## config.mk

```make
export PLATFORM = sky130hd
export DESIGN_NAME = two_phase_commit_coordinator_core
export DESIGN_NICKNAME = d
export VERILOG_FILES = /design/src/tpcc_pkg.sv /design/src/tpcc_ctrl.sv /design/src/tpcc_dpath.sv /design/src/two_phase_commit_coordinator_core.sv
export SDC_FILE = /design/constraint.sdc
export NUM_CORES = 1
export LEC_CHECK = 0
export BUFFER_PORTS_ARGS = -buffer_cell sky130_fd_sc_hd__buf_2
export CORE_ASPECT_RATIO = 0.9
export CORE_MARGIN = 10
export CORE_UTILIZATION = 55
export DETAILED_ROUTE_END_ITERATION = 16
export GPL_ROUTABILITY_DRIVEN = 0
export GPL_TIMING_DRIVEN = 0
export HOLD_SLACK_MARGIN = 0.12
export MAX_ROUTING_LAYER = met4
export PLACE_DENSITY = 0.76
export SYNTH_ARGS = -nofsm -noshare
export SYNTH_HDL_FRONTEND = slang
export SYNTH_SLANG_ARGS = --single-unit
```

## constraint.sdc

```tcl
create_clock -name clk -period 6.5 [get_ports clk]
set_clock_uncertainty 0.05 [all_clocks]
set_input_delay 1.3 -clock clk [delete_from_list [all_inputs] [get_ports clk]]
set_output_delay 1.3 -clock clk [all_outputs]
set_load 0.01 [all_outputs]
```

## src/tpcc_pkg.sv

```systemverilog
package tpcc_pkg;

  // Field widths fixed by the external interface
  localparam int REQ_W  = 3;
  localparam int ID_W   = 4;
  localparam int MASK_W = 8;
  localparam int SID_W  = 3;
  localparam int KIND_W = 2;
  localparam int ERR_W  = 2;
  localparam int AGE_W  = 16;
  localparam int TO_W   = 16;

  // Request types
  localparam logic [REQ_W-1:0] REQ_BEGIN    = 3'd0;
  localparam logic [REQ_W-1:0] REQ_PREPARED = 3'd1;
  localparam logic [REQ_W-1:0] REQ_ABORT    = 3'd2;
  localparam logic [REQ_W-1:0] REQ_TIMEOUT  = 3'd3;
  localparam logic [REQ_W-1:0] REQ_TICK     = 3'd4;

  // Result kinds
  localparam logic [KIND_W-1:0] KIND_PREPARE  = 2'd0;
  localparam logic [KIND_W-1:0] KIND_COMMIT   = 2'd1;
  localparam logic [KIND_W-1:0] KIND_ROLLBACK = 2'd2;
  localparam logic [KIND_W-1:0] KIND_ERROR    = 2'd3;

  // Error codes
  localparam logic [ERR_W-1:0] ERR_EMPTY   = 2'd0;
  localparam logic [ERR_W-1:0] ERR_EXISTS  = 2'd1;
  localparam logic [ERR_W-1:0] ERR_UNKNOWN = 2'd2;
  localparam logic [ERR_W-1:0] ERR_FOREIGN = 2'd3;

  localparam logic [TO_W-1:0]  TIMEOUT_RST = 16'd1000;
  localparam logic [AGE_W-1:0] AGE_MAX     = 16'hFFFF;

  // One table entry held in the slot memory
  typedef struct packed {
    logic [MASK_W-1:0] member;
    logic [MASK_W-1:0] voted;
    logic [AGE_W-1:0]  age;
  } entry_t;

  // One result without its last marker
  typedef struct packed {
    logic [KIND_W-1:0] kind;
    logic [ID_W-1:0]   tx;
    logic [MASK_W-1:0] parts;
    logic [ERR_W-1:0]  err;
  } res_t;

  // Controller to datapath commands
  typedef struct packed {
    logic load;
    logic rd;
    logic exec;
    logic adv;
    logic flush;
  } cmd_t;

  // Datapath to controller status
  typedef struct packed {
    logic in_drop;
    logic in_tick;
    logic slot_open;
    logic sweep_end;
    logic ev_emit;
    logic can_emit;
    logic pend_valid;
    logic out_free;
  } stat_t;

endpackage

```

## src/tpcc_ctrl.sv

```systemverilog
module tpcc_ctrl
  import tpcc_pkg::*;
(
  input  logic  clk,
  input  logic  rst_n,
  input  logic  in_valid,
  output logic  in_ready,
  input  stat_t stat,
  output cmd_t  cmd
);

  typedef enum logic [5:0] {
    S_IDLE  = 6'b000001,
    S_RD    = 6'b000010,
    S_EV    = 6'b000100,
    S_SWEEP = 6'b001000,
    S_TEV   = 6'b010000,
    S_FLUSH = 6'b100000
  } state_t;

  state_t state_r, state_nxt;

  // Sequence one request through read, evaluate and result hand-off, or a tick through sweep and flush
  always_comb begin
    state_nxt = state_r;
    cmd       = '0;
    in_ready  = 1'b0;
    case (state_r)
      S_IDLE: begin
        in_ready = 1'b1;
        if (in_valid) begin
          cmd.load = 1'b1;
          if (stat.in_drop) begin
            state_nxt = S_IDLE;
          end else if (stat.in_tick) begin
            state_nxt = S_SWEEP;
          end else begin
            state_nxt = S_RD;
          end
        end
      end
      S_RD: begin
        cmd.rd    = 1'b1;
        state_nxt = S_EV;
      end
      S_EV: begin
        if (!stat.ev_emit || stat.can_emit) begin
          cmd.exec  = 1'b1;
          state_nxt = S_IDLE;
        end
      end
      S_SWEEP: begin
        if (stat.slot_open) begin
          cmd.rd    = 1'b1;
          state_nxt = S_TEV;
        end else if (stat.sweep_end) begin
          state_nxt = S_FLUSH;
        end else begin
          cmd.adv = 1'b1;
        end
      end
      S_TEV: begin
        if (!stat.ev_emit || stat.can_emit) begin
          cmd.exec = 1'b1;
          if (stat.sweep_end) begin
            state_nxt = S_FLUSH;
          end else begin
            cmd.adv   = 1'b1;
            state_nxt = S_SWEEP;
          end
        end
      end
      S_FLUSH: begin
        if (!stat.pend_valid) begin
          state_nxt = S_IDLE;
        end else if (stat.out_free) begin
          cmd.flush = 1'b1;
          state_nxt = S_IDLE;
        end
      end
      default: begin
        state_nxt = S_IDLE;
      end
    endcase
  end

  always_ff @(posedge clk) begin
    if (!rst_n) begin
      state_r <= S_IDLE;
    end else begin
      state_r <= state_nxt;
    end
  end

endmodule

```

## src/tpcc_dpath.sv

```systemverilog
module tpcc_dpath
  import tpcc_pkg::*;
#(
  parameter int TX_SLOTS     = 16,
  parameter int MAX_SERVICES = 8
) (
  input  logic               clk,
  input  logic               rst_n,
  input  logic               cfg_we,
  input  logic [TO_W-1:0]    cfg_wdata,
  input  logic [REQ_W-1:0]   in_req_type,
  input  logic [ID_W-1:0]    in_tx_id,
  input  logic [MASK_W-1:0]  in_service_mask,
  input  logic [SID_W-1:0]   in_service_id,
  output logic               out_valid,
  input  logic               out_ready,
  output logic [KIND_W-1:0]  out_kind,
  output logic [ID_W-1:0]    out_result_tx,
  output logic [MASK_W-1:0]  out_participants,
  output logic [ERR_W-1:0]   out_error_code,
  output logic               out_last,
  input  cmd_t               cmd,
  output stat_t              stat
);

  localparam int AW = $clog2(TX_SLOTS);
  localparam logic [MASK_W-1:0] SVC_BITS =
    (MAX_SERVICES >= MASK_W) ? {MASK_W{1'b1}} : MASK_W'((1 << MAX_SERVICES) - 1);
  localparam logic [AW-1:0] IDX_LAST = AW'(TX_SLOTS - 1);

  logic [TO_W-1:0]   timeout_r;
  logic [REQ_W-1:0]  req_r;
  logic [ID_W-1:0]   tx_r;
  logic [MASK_W-1:0] smask_r;
  logic [SID_W-1:0]  sid_r;
  logic [AW-1:0]     idx_r;
  logic [TX_SLOTS-1:0] used_r, commit_r, abort_r;
  entry_t            mem [TX_SLOTS];
  entry_t            rdata_r;
  res_t              pend_r;
  logic              pend_valid_r;
  res_t              out_r;
  logic              out_last_r;
  logic              out_valid_r;

  logic              tick_r;
  logic              tx_bad;
  logic              cur_used, cur_commit, cur_abort;
  logic [MASK_W-1:0] sid_bit, voted_new;
  logic              foreign;
  logic [AGE_W-1:0]  age_inc;
  logic [TO_W-1:0]   lim;
  logic              ev_emit, flag_we, mem_we;
  logic              ev_used, ev_commit, ev_abort;
  entry_t            ev_entry;
  res_t              ev_res;
  logic              emit_now, load_direct, push_pend;

  // Timeout register
  always_ff @(posedge clk) begin
    if (!rst_n) begin
      timeout_r <= TIMEOUT_RST;
    end else if (cfg_we) begin
      timeout_r <= cfg_wdata;
    end
  end

  // Capture the request and point the slot index
  always_ff @(posedge clk) begin
    if (cmd.load) begin
      req_r   <= in_req_type;
      tx_r    <= in_tx_id;
      smask_r <= in_service_mask & SVC_BITS;
      sid_r   <= in_service_id;
    end
  end

  always_ff @(posedge clk) begin
    if (cmd.load) begin
      idx_r <= (in_req_type == REQ_TICK) ? '0 : AW'(in_tx_id);
    end else if (cmd.adv) begin
      idx_r <= idx_r + 1'b1;
    end
  end

  assign tick_r     = (req_r == REQ_TICK);
  assign tx_bad     = 32'(tx_r) >= TX_SLOTS;
  assign cur_used   = used_r[idx_r];
  assign cur_commit = commit_r[idx_r];
  assign cur_abort  = abort_r[idx_r];

  // Slot memory: one read port, one write port
  always_ff @(posedge clk) begin
    if (cmd.exec && mem_we) begin
      mem[idx_r] <= ev_entry;
    end
    if (cmd.rd) begin
      rdata_r <= mem[idx_r];
    end
  end

  // Per-slot state flags, cleared at reset
  always_ff @(posedge clk) begin
    if (!rst_n) begin
      used_r   <= '0;
      commit_r <= '0;
      abort_r  <= '0;
    end else if (cmd.exec && flag_we) begin
      used_r[idx_r]   <= ev_used;
      commit_r[idx_r] <= ev_commit;
      abort_r[idx_r]  <= ev_abort;
    end
  end

  assign sid_bit   = MASK_W'(1) << sid_r;
  assign voted_new = rdata_r.voted | sid_bit;
  assign foreign   = (32'(sid_r) >= MAX_SERVICES) || ((rdata_r.member & sid_bit) == '0);
  assign age_inc   = (rdata_r.age == AGE_MAX) ? rdata_r.age : rdata_r.age + 1'b1;
  assign lim       = (timeout_r == '0) ? TO_W'(1) : timeout_r;

  // Evaluate the request against the selected slot
  always_comb begin
    ev_emit      = 1'b0;
    flag_we      = 1'b0;
    mem_we       = 1'b0;
    ev_used      = cur_used;
    ev_commit    = cur_commit;
    ev_abort     = cur_abort;
    ev_entry     = rdata_r;
    ev_res.kind  = KIND_ERROR;
    ev_res.tx    = tick_r ? ID_W'(idx_r) : tx_r;
    ev_res.parts = '0;
    ev_res.err   = ERR_EMPTY;
    if (tick_r) begin
      // age an open slot and expire it when still unprepared
      mem_we       = 1'b1;
      ev_entry.age = age_inc;
      if (age_inc >= lim && rdata_r.voted != rdata_r.member) begin
        flag_we      = 1'b1;
        ev_abort     = 1'b1;
        ev_emit      = 1'b1;
        ev_res.kind  = KIND_ROLLBACK;
        ev_res.parts = rdata_r.member;
      end
    end else if (tx_bad) begin
      ev_emit    = 1'b1;
      ev_res.err = ERR_UNKNOWN;
    end else if (req_r == REQ_BEGIN) begin
      ev_emit = 1'b1;
      if (smask_r == '0) begin
        ev_res.err = ERR_EMPTY;
      end else if (cur_used) begin
        ev_res.err = ERR_EXISTS;
      end else begin
        flag_we        = 1'b1;
        ev_used        = 1'b1;
        ev_commit      = 1'b0;
        ev_abort       = 1'b0;
        mem_we         = 1'b1;
        ev_entry.member = smask_r;
        ev_entry.voted = '0;
        ev_entry.age   = '0;
        ev_res.kind    = KIND_PREPARE;
        ev_res.parts   = smask_r;
      end
    end else if (!cur_used) begin
      ev_emit    = 1'b1;
      ev_res.err = ERR_UNKNOWN;
    end else if (foreign) begin
      ev_emit    = 1'b1;
      ev_res.err = ERR_FOREIGN;
    end else if (req_r == REQ_PREPARED) begin
      mem_we         = 1'b1;
      ev_entry.voted = voted_new;
      if (voted_new == rdata_r.member && !cur_abort && !cur_commit) begin
        flag_we      = 1'b1;
        ev_commit    = 1'b1;
        ev_emit      = 1'b1;
        ev_res.kind  = KIND_COMMIT;
        ev_res.parts = rdata_r.member;
      end
    end else if (!cur_abort && !cur_commit) begin
      // abort or timeout vote rolls back once
      flag_we      = 1'b1;
      ev_abort     = 1'b1;
      ev_emit      = 1'b1;
      ev_res.kind  = KIND_ROLLBACK;
      ev_res.parts = rdata_r.member;
    end
  end

  assign emit_now    = cmd.exec && ev_emit;
  assign load_direct = emit_now && !tick_r;
  assign push_pend   = emit_now && tick_r && pend_valid_r;

  // Hold one sweep result back so the final one can carry last
  always_ff @(posedge clk) begin
    if (!rst_n) begin
      pend_valid_r <= 1'b0;
    end else if (cmd.flush) begin
      pend_valid_r <= 1'b0;
    end else if (emit_now && tick_r) begin
      pend_valid_r <= 1'b1;
    end
  end

  always_ff @(posedge clk) begin
    if (emit_now && tick_r) begin
      pend_r <= ev_res;
    end
  end

  // Output register
  always_ff @(posedge clk) begin
    if (!rst_n) begin
      out_valid_r <= 1'b0;
    end else if (load_direct || push_pend || cmd.flush) begin
      out_valid_r <= 1'b1;
    end else if (out_ready) begin
      out_valid_r <= 1'b0;
    end
  end

  always_ff @(posedge clk) begin
    if (load_direct) begin
      out_r      <= ev_res;
      out_last_r <= 1'b1;
    end else if (push_pend) begin
      out_r      <= pend_r;
      out_last_r <= 1'b0;
    end else if (cmd.flush) begin
      out_r      <= pend_r;
      out_last_r <= 1'b1;
    end
  end

  assign out_valid        = out_valid_r;
  assign out_kind         = out_r.kind;
  assign out_result_tx    = out_r.tx;
  assign out_participants = out_r.parts;
  assign out_error_code   = out_r.err;
  assign out_last         = out_last_r;

  // Status for the controller
  assign stat.in_drop    = in_req_type > REQ_TICK;
  assign stat.in_tick    = in_req_type == REQ_TICK;
  assign stat.slot_open  = cur_used && !cur_commit && !cur_abort;
  assign stat.sweep_end  = idx_r == IDX_LAST;
  assign stat.ev_emit    = ev_emit;
  assign stat.can_emit   = tick_r ? (!pend_valid_r || !out_valid_r) : !out_valid_r;
  assign stat.pend_valid = pend_valid_r;
  assign stat.out_free   = !out_valid_r;

endmodule

```

## src/two_phase_commit_coordinator_core.sv

```systemverilog
// Two-phase commit coordinator over a table of TX_SLOTS transactions.
// Input channel (in_valid/in_ready) takes one request: begin, prepared vote,
// abort vote, timeout vote or tick. Result channel (out_valid/out_ready)
// delivers prepare, commit, rollback and error results; out_last marks the
// final result of a request. cfg_we/cfg_wdata write the timeout in ticks.
// A begin or vote is accepted in S_IDLE, its slot is read in S_RD and its
// result is loaded into the output register from S_EV; the next request is
// accepted once the controller is back in S_IDLE.
// A tick walks the table through the slot memory read port, a closed slot
// per cycle; an open slot is read in S_SWEEP and evaluated in S_TEV, which
// waits while its result cannot be emitted. S_FLUSH releases the final
// result, if any, with last, and the next request is accepted after that.
// Types 5 to 7 are dropped in the accept cycle.
// Reset clears the valid, commit and abort flags of every slot at once and
// sets the timeout to 1000; there is no clearing pass.
// A stalled receiver holds the result register; the next request is still
// accepted, and processing waits only when a new result needs the register.
module two_phase_commit_coordinator_core
  import tpcc_pkg::*;
#(
  parameter int TX_SLOTS     = 16,
  parameter int MAX_SERVICES = 8
) (
  input  logic               clk,
  input  logic               rst_n,
  input  logic               cfg_we,
  input  logic [TO_W-1:0]    cfg_wdata,
  input  logic               in_valid,
  output logic               in_ready,
  input  logic [REQ_W-1:0]   in_req_type,
  input  logic [ID_W-1:0]    in_tx_id,
  input  logic [MASK_W-1:0]  in_service_mask,
  input  logic [SID_W-1:0]   in_service_id,
  output logic               out_valid,
  input  logic               out_ready,
  output logic [KIND_W-1:0]  out_kind,
  output logic [ID_W-1:0]    out_result_tx,
  output logic [MASK_W-1:0]  out_participants,
  output logic [ERR_W-1:0]   out_error_code,
  output logic               out_last
);

  cmd_t  cmd;
  stat_t stat;

  tpcc_ctrl u_ctrl (
    .clk      (clk),
    .rst_n    (rst_n),
    .in_valid (in_valid),
    .in_ready (in_ready),
    .stat     (stat),
    .cmd      (cmd)
  );

  tpcc_dpath #(
    .TX_SLOTS     (TX_SLOTS),
    .MAX_SERVICES (MAX_SERVICES)
  ) u_dpath (
    .clk              (clk),
    .rst_n            (rst_n),
    .cfg_we           (cfg_we),
    .cfg_wdata        (cfg_wdata),
    .in_req_type      (in_req_type),
    .in_tx_id         (in_tx_id),
    .in_service_mask  (in_service_mask),
    .in_service_id    (in_service_id),
    .out_valid        (out_valid),
    .out_ready        (out_ready),
    .out_kind         (out_kind),
    .out_result_tx    (out_result_tx),
    .out_participants (out_participants),
    .out_error_code   (out_error_code),
    .out_last         (out_last),
    .cmd              (cmd),
    .stat             (stat)
  );

endmodule

```

Word-level counts from Yosys, hierarchy flattened
Memories as Yosys holds them, arrays and structs flattened. A register that Yosys moved wholly into a read port is not among the register bits.
Cells that the tools add are included.
{"block": "word_totals", "ramBits": 512, "inputBits": 39, "n_memories": 1, "register_bits": 127, "word_cells": 209, "latch_bits": 0, "out_inout_bits": 19, "mem_bits_ro": 0}
{"block": "op_classes", "n_addsub": 2, "reduce_logical": 33, "magnitude_cmp": 4, "bitwise_logic": 3, "n_shift": 1, "multipliers": 0, "n_eq_ne": 18, "n_div": 0, "muxes": 126}
{"memory": "u_dpath.mem", "words": 16, "width": 32, "read_ports": 1, "rd_clocked_by_memory_dff": 1, "write_ports": 1, "line_no": "tpcc_dpath.sv:38", "source": "entry_t mem [TX_SLOTS];"}
{"operator": "$mux W16", "count": 8}
{"operator": "$mux W8", "count": 14}
{"operator": "$mux W32", "count": 2}
{"operator": "$mux W1", "count": 63}
{"operator": "$bwmux W16", "count": 3}
{"operator": "$mux W6", "count": 8}
{"operator": "$pmux W6 S6", "count": 1}
{"operator": "$mux W2", "count": 13}
{"operator": "$mux W4", "count": 6}
{"operator": "$add A16 B1 Y16 const B", "count": 1}
{"operator": "$eq A16 B16 Y1 const B", "count": 1}
{"operator": "$ge A16 B16 Y1", "count": 1}
{"operator": "$logic_not A16 Y1", "count": 1}
{"operator": "$logic_not A8 Y1", "count": 2}
{"operator": "$logic_and A1 B1 Y1", "count": 13}
{"operator": "$bmux W1 S4", "count": 3}
{"operator": "$mux W10", "count": 1}
{"operator": "$and A8 B8 Y8", "count": 1}
{"operator": "$eq A8 B8 Y1", "count": 1}
{"operator": "$ne A8 B8 Y1", "count": 1}
{"operator": "$or A8 B8 Y8", "count": 1}
{"operator": "$shl A1 B3 Y8 const A", "count": 1}
{"operator": "$eq A3 B3 Y1 const B", "count": 2}
{"operator": "$eq A6 B1 Y1 const B", "count": 1}
{"operator": "24 further kinds", "count": 38}

Logic depth before layout (Yosys ltp)
{"block": "logic_depth", "word_depth": 21, "depth_mapped": 20, "depth_no_buf": 14}

By module
Synthesis repeated with hierarchy kept, for this count alone.
{"block": "hier_totals", "hier_cells": 1537, "hier_area_um2": 27592.7}
{"mod": "tpcc_dpath", "seq_area_each_um2": 19298.5, "area_per_inst_um2": 27128.5, "instances": 1, "cells_per_inst": 1482}
{"mod": "tpcc_ctrl", "seq_area_each_um2": 120.1, "area_per_inst_um2": 464.2, "instances": 1, "cells_per_inst": 55}

Worst setup path after synthesis
OpenSTA, ideal clock, no wires.
{"block": "synth_path", "path_type": "flip-flop to flip-flop", "start": "register u_dpath.rdata_r[2] (netlist name)", "end": "memory u_dpath.mem[11][0] (netlist bit) (enable)", "path_stages_with_launch": 20, "slack_ns": 1.292, "period_less_slack_ns": 5.208, "n_path_buf": 5, "arrival_time_ns": 4.766, "setup_time_ns": 0.392, "cell_sequence": "edfxtp_1 clkbuf_1 and4_1 clkbuf_1 nand4_1 or4_1 clkbuf_1 and3_1 clkbuf_1 nand3_1 xnor2_1 ha_1 a21oi_1 nor2_1 a2111oi_0 a211oi_1 o21ai_0 o211a_1 clkbuf_1 and3_1"}
{"block": "synth_via", "elab_chain_len": 13, "elab_cells_between_ends": 15, "classes_between": "add/sub (1); order compare (1); eq/ne (1); mux (8); reduce/logical (4)"}
{"item": "$add A16 B1 Y16 / $eq A16 B16 Y1 (equally long branches)", "line_no": "tpcc_dpath.sv:118", "source": "assign age_inc = (rdata_r.age == AGE_MAX) ? rdata_r.age : rdata_r.age + 1'b1;"}
{"item": "$mux W16 *", "line_no": "tpcc_dpath.sv:118"}
{"item": "$ge A16 B16 Y1 *", "line_no": "tpcc_dpath.sv:138", "source": "if (age_inc >= lim && rdata_r.voted != rdata_r.member) begin"}
{"item": "$logic_and A1 B1 Y1 *", "line_no": "tpcc_dpath.sv:138"}
{"item": "$mux W1 *", "line_no": "tpcc_dpath.sv:138"}
{"item": "$mux W1 *", "line_no": "tpcc_dpath.sv:134", "source": "if (tick_r) begin"}
{"item": "$logic_not A1 Y1 *", "line_no": "tpcc_ctrl.sv:47, tpcc_ctrl.sv:63"}
{"item": "$logic_or A1 B1 Y1 *", "line_no": "tpcc_ctrl.sv:47, tpcc_ctrl.sv:63"}
{"item": "$mux W2 / $mux W1 (equally long branches)", "line_no": "tpcc_ctrl.sv:63, tpcc_ctrl.sv:47"}
{"item": "$pmux W1 S2 *", "line_no": "tpcc_ctrl.sv:28", "source": "case (state_r)"}
{"item": "$logic_and A1 B1 Y1 *", "line_no": "tpcc_dpath.sv:94", "source": "if (cmd.exec && mem_we) begin"}
{"item": "$mux W1 *", "line_no": "tpcc_dpath.sv:94"}
{"item": "$mux W1 (not written as such) *", "line_no": "tpcc_dpath.sv:95", "source": "mem[idx_r] <= ev_entry;"}
{"item": "end, declared", "line_no": "tpcc_dpath.sv:38"}
Mark *: on every way between the ends. The rest lies on a longest branch, timed or not.

Worst setup path after layout
{"block": "layout_path", "start": "register u_dpath.rdata_r[2] (netlist name)", "end": "memory u_dpath.mem[12][14] (netlist bit) (enable)"}
{"block": "layout_via", "elab_chain_len": 13, "elab_cells_between_ends": 15, "classes_between": "add/sub (1); order compare (1); eq/ne (1); mux (8); reduce/logical (4)"}
{"item": "$add A16 B1 Y16 / $eq A16 B16 Y1 (equally long branches)", "line_no": "tpcc_dpath.sv:118"}
{"item": "$mux W16 *", "line_no": "tpcc_dpath.sv:118"}
{"item": "$ge A16 B16 Y1 *", "line_no": "tpcc_dpath.sv:138"}
{"item": "$logic_and A1 B1 Y1 *", "line_no": "tpcc_dpath.sv:138"}
{"item": "$mux W1 *", "line_no": "tpcc_dpath.sv:138"}
{"item": "$mux W1 *", "line_no": "tpcc_dpath.sv:134"}
{"item": "$logic_not A1 Y1 *", "line_no": "tpcc_ctrl.sv:47, tpcc_ctrl.sv:63"}
{"item": "$logic_or A1 B1 Y1 *", "line_no": "tpcc_ctrl.sv:47, tpcc_ctrl.sv:63"}
{"item": "$mux W2 / $mux W1 (equally long branches)", "line_no": "tpcc_ctrl.sv:63, tpcc_ctrl.sv:47"}
{"item": "$pmux W1 S2 *", "line_no": "tpcc_ctrl.sv:28"}
{"item": "$logic_and A1 B1 Y1 *", "line_no": "tpcc_dpath.sv:94"}
{"item": "$mux W1 *", "line_no": "tpcc_dpath.sv:94"}
{"item": "$mux W1 (not written as such) *", "line_no": "tpcc_dpath.sv:95"}
Marked as above.

==> qor.yml <==
cts_max_level: 3
die_h_um: 233
drc_errors: 0
critPathBufInv: 6
reg2reg_depth: 20
async_reset_ff_share_pct: 0
netlist_instances: 1518
coreArea_um2: 49500
path_max_fanout: 17
final_cell_area_um2: 31500
crit_path_frequent_cell: "clkbuf_1"
initial_utilization_pct: 56.0
hold_depth: 2
cts_root_buffer: "clkbuf_16"
place_inst: 2264
drive_above_1_share_pct: 25.6
cts_tree: "done"
synth_edf_count: 598
syn_to_final_growth_pct: 13.7
avgRoutedWirePerCell_um: 29.6
cp_slowest_cell: "and3_2"
slew_headroom_pct: 12.3
setup_viol: 0
hp-class: "reg -> reg"
reg2reg_slack_ns: 0.13
top_layer_used: "met4"
fillers: 3344
die_w_um: 257
clock_path_buffers: 3
peakVddDrop_v: 0.000195
cp_cell_sequence: "clkbuf_1 > and4_1 > clkbuf_1 > nand4_1 > or4_1 > clkbuf_1 > and3_1 > clkbuf_1 > nand3_1 > xnor2_1 > ha_1 > a21oi_1 > nor2_1 > a2111oi_2 > a211oi_1 > o21ai_0 > o211a_1 > clkbuf_1 > and3_2 > buf_12"
timing.rr.start: "u_dpath.rdata_r[2]"
cts_buffers: 68
clock_sinks: 671
post-cts-setup-buffer-count: 0
synth.most_common_cell: "edfxtp_1"
fmax_mhz: 157
hold_buffers: 0
wl_met3_mm: 7.82
grt_overflow: 0
yosysWarnings: 0
antenna_left: 0
dp_hpwl_mm: 43.8
worstHoldStart: "u_dpath.commit_r[2]"
holdPathEnd: "u_dpath.commit_r[2]"
synth_top_cell_by_area: "edfxtp_1"
cp-start-kind: "flip-flop"
insertion_delay_ns: 0.63
finalNetCount: 1723
clkTransAtPathRegs_ns: 0.06
grt_max_degree: 24
final.period_utilization_pct: 98.0
p_per_area_nw_per_um2: 302
via_per_inst: 6.52
vias: 15600
io-pin-count: 58
slew_viol_final: 0
grt_pass1_vias: 15500
drt_iter0_markers: 2393
ys.flop_type: "edfxtp_1"
finalNonFillerCells: 2389
syn_area_per_cell_um2: 18.3
reg2reg_to: "u_dpath.mem[12][14]"
cp-end-kind: "flip-flop"
worstMarginPinSlew_ns: 1.32
synth-seq-cells: 671
netlist.area_leader.share_pct: 64.8
row_count: 77
ys_types: 75
antenna_found_initial: 0
yosys-top-cells-count: "edfxtp_1 (598), mux4_2 (173), nand2_1 (133)"
m1WireLength_mm: 27.7
seq_area_um2: 19400
diodes: 0
synth.area.top_cells: "edfxtp_1 (65%), mux4_2 (14%), dfxtp_1 (5.3%), mux2i_1 (2.2%), nand2_1 (1.8%)"
timing_worst_setup_path_type: "reg -> reg"
hold_viol: 0
numPortBuffers: 55
syn_area_um2: 27700
place_area_um2: 29200
wl_met2_mm: 32.9
max-cap-violations: 0
startpoint: "u_dpath.rdata_r[2]"
drt-total-wl_mm: 70.6
cp.required_ns: 6.75
seq_area_frac_synth_pct: 70.0
crit_arrival_ns: 6.62
cp_slowest_stage_delay_ns: 0.70
rsz0062_at_grt: "yes"
status: "finished, final reports clean"
leakagePower_nw: 10.7
crit_family: "simple AND/OR/NAND/NOR gates"
period_minus_slack_ns: 6.37
dieArea_um2: 59800
drt-pass1-iter-count: 6
multiInputGateArea_um2: 7880
synth_nets: 1578
track_usage_pct: 24.4
grt_first_pass_wirelength_mm: 104
==> final cells by class <==
type                    instances  share of cell area [%]
inverters                      31                   0.369
repair buffers                 75                    2.02
flip-flops and latches        671                    61.6
clock inverters                36                    1.18
clock buffers                  89                    5.91
multi-input cells             727                    25.0
plain buffers                  89                    1.27
well taps                     671                    2.66
==> per-stage QoR <==
step	utilization (%)	setup TNS, ns	setup WS, ns	total power [mW]	hold slack (ns)
final	63.7	0	0.132	9.53	0.407
after CTS	63.6	0	0.0110	9.57	0.406
after global placement	58.2	-575.43	-1.27	5.67	0.392
after detailed placement	59.1	-45.42	-0.271	5.70	0.398
after floorplan	-	0	1.29	5.43	0.380
after global routing	63.7	-13.37	-0.145	9.78	0.429
==> kinds of logic (layout without fill, tap and decap cells) <==
group	after synthesis	in the layout	share of synthesized area, %
compound gates	143	143	3.79
mux	251	251	17.0
fa+ha+maj	21	21	0.948
simple gates	290	290	5.66
buf+inv	120	320	1.86
flops	671	671	70.0
xor+xnor	22	22	0.695
==> sequential cells by signal, indices dropped and copies added (netlist names), 16 cells and up <==
register and count:
u_dpath.commit_r 16, u_dpath.timeout_r 16, u_dpath.mem 512, u_dpath.pend_r 16, u_dpath.rdata_r 32, u_dpath.abort_r 16
u_dpath.used_r 16
==> how the worst max path moves through the flow <==
stage	cells past startpoint	slack, ns	to
after floorplan	19	1.29	u_dpath.mem[11][0]
after global placement	19	-1.27	u_dpath.mem[12][11]
after detailed placement	20	-0.27	u_dpath.mem[12][11]
after CTS	20	0.01	u_dpath.mem[5][9]
after global routing	20	-0.15	u_dpath.mem[12][14]
final	20	0.13	u_dpath.mem[12][14]
==> worst min-delay path, cell delays in order, from the launching register on <==
cell     delay (ns)
dfxtp_1        0.30
nand2_1        0.05
mux2i_1        0.05
==> per-layer routing <==
metal,global-route usage [%],vias to the layer above
met5,-,-
met2,37.0,1047
li1,-,6432
met4,8.37,0
met3,4.75,160
met1,33.0,7931
==> power by group <==
group	total, mW	internal, mW	switching (mW)
Clock	3.91	2.25	1.66
Sequential	4.78	4.74	0.0328
Combinational	0.846	0.357	0.489
==> cell usage in the layout (no fill, tap or decap), types with 10 or more instances in the layout <==
| cell type | Yosys | routed |
|---|---|---|
| a21oi_1 | 25 | 25 |
| a22o_1 | 21 | 21 |
| and3_2 | 0 | 14 |
| buf_1 | 24 | 24 |
| buf_12 | 1 | 18 |
| buf_2 | 16 | 71 |
| clkbuf_1 | 44 | 58 |
| clkbuf_16 | 0 | 69 |
| clkinv_1 | 0 | 11 |
| clkinv_2 | 0 | 11 |
| dfxtp_1 | 73 | 73 |
| edfxtp_1 | 598 | 598 |
| ha_1 | 21 | 21 |
| inv_1 | 31 | 31 |
| mux2_2 | 17 | 17 |
| mux2i_1 | 60 | 60 |
| mux4_2 | 173 | 173 |
| nand2_1 | 133 | 131 |
| nand3_1 | 15 | 15 |
| nand4_4 | 10 | 10 |
| nor2_1 | 35 | 35 |
| o21ai_0 | 29 | 25 |
| xnor2_1 | 15 | 15 |
==> what timing repair did <==
action / 4_1_cts / 5_1_grt
pin swaps: 0 / 0
setup endpoints to repair: 315 / 375
gates resized for setup: 1 / 3
No activity file was read; power rests on OpenSTA's default activity.
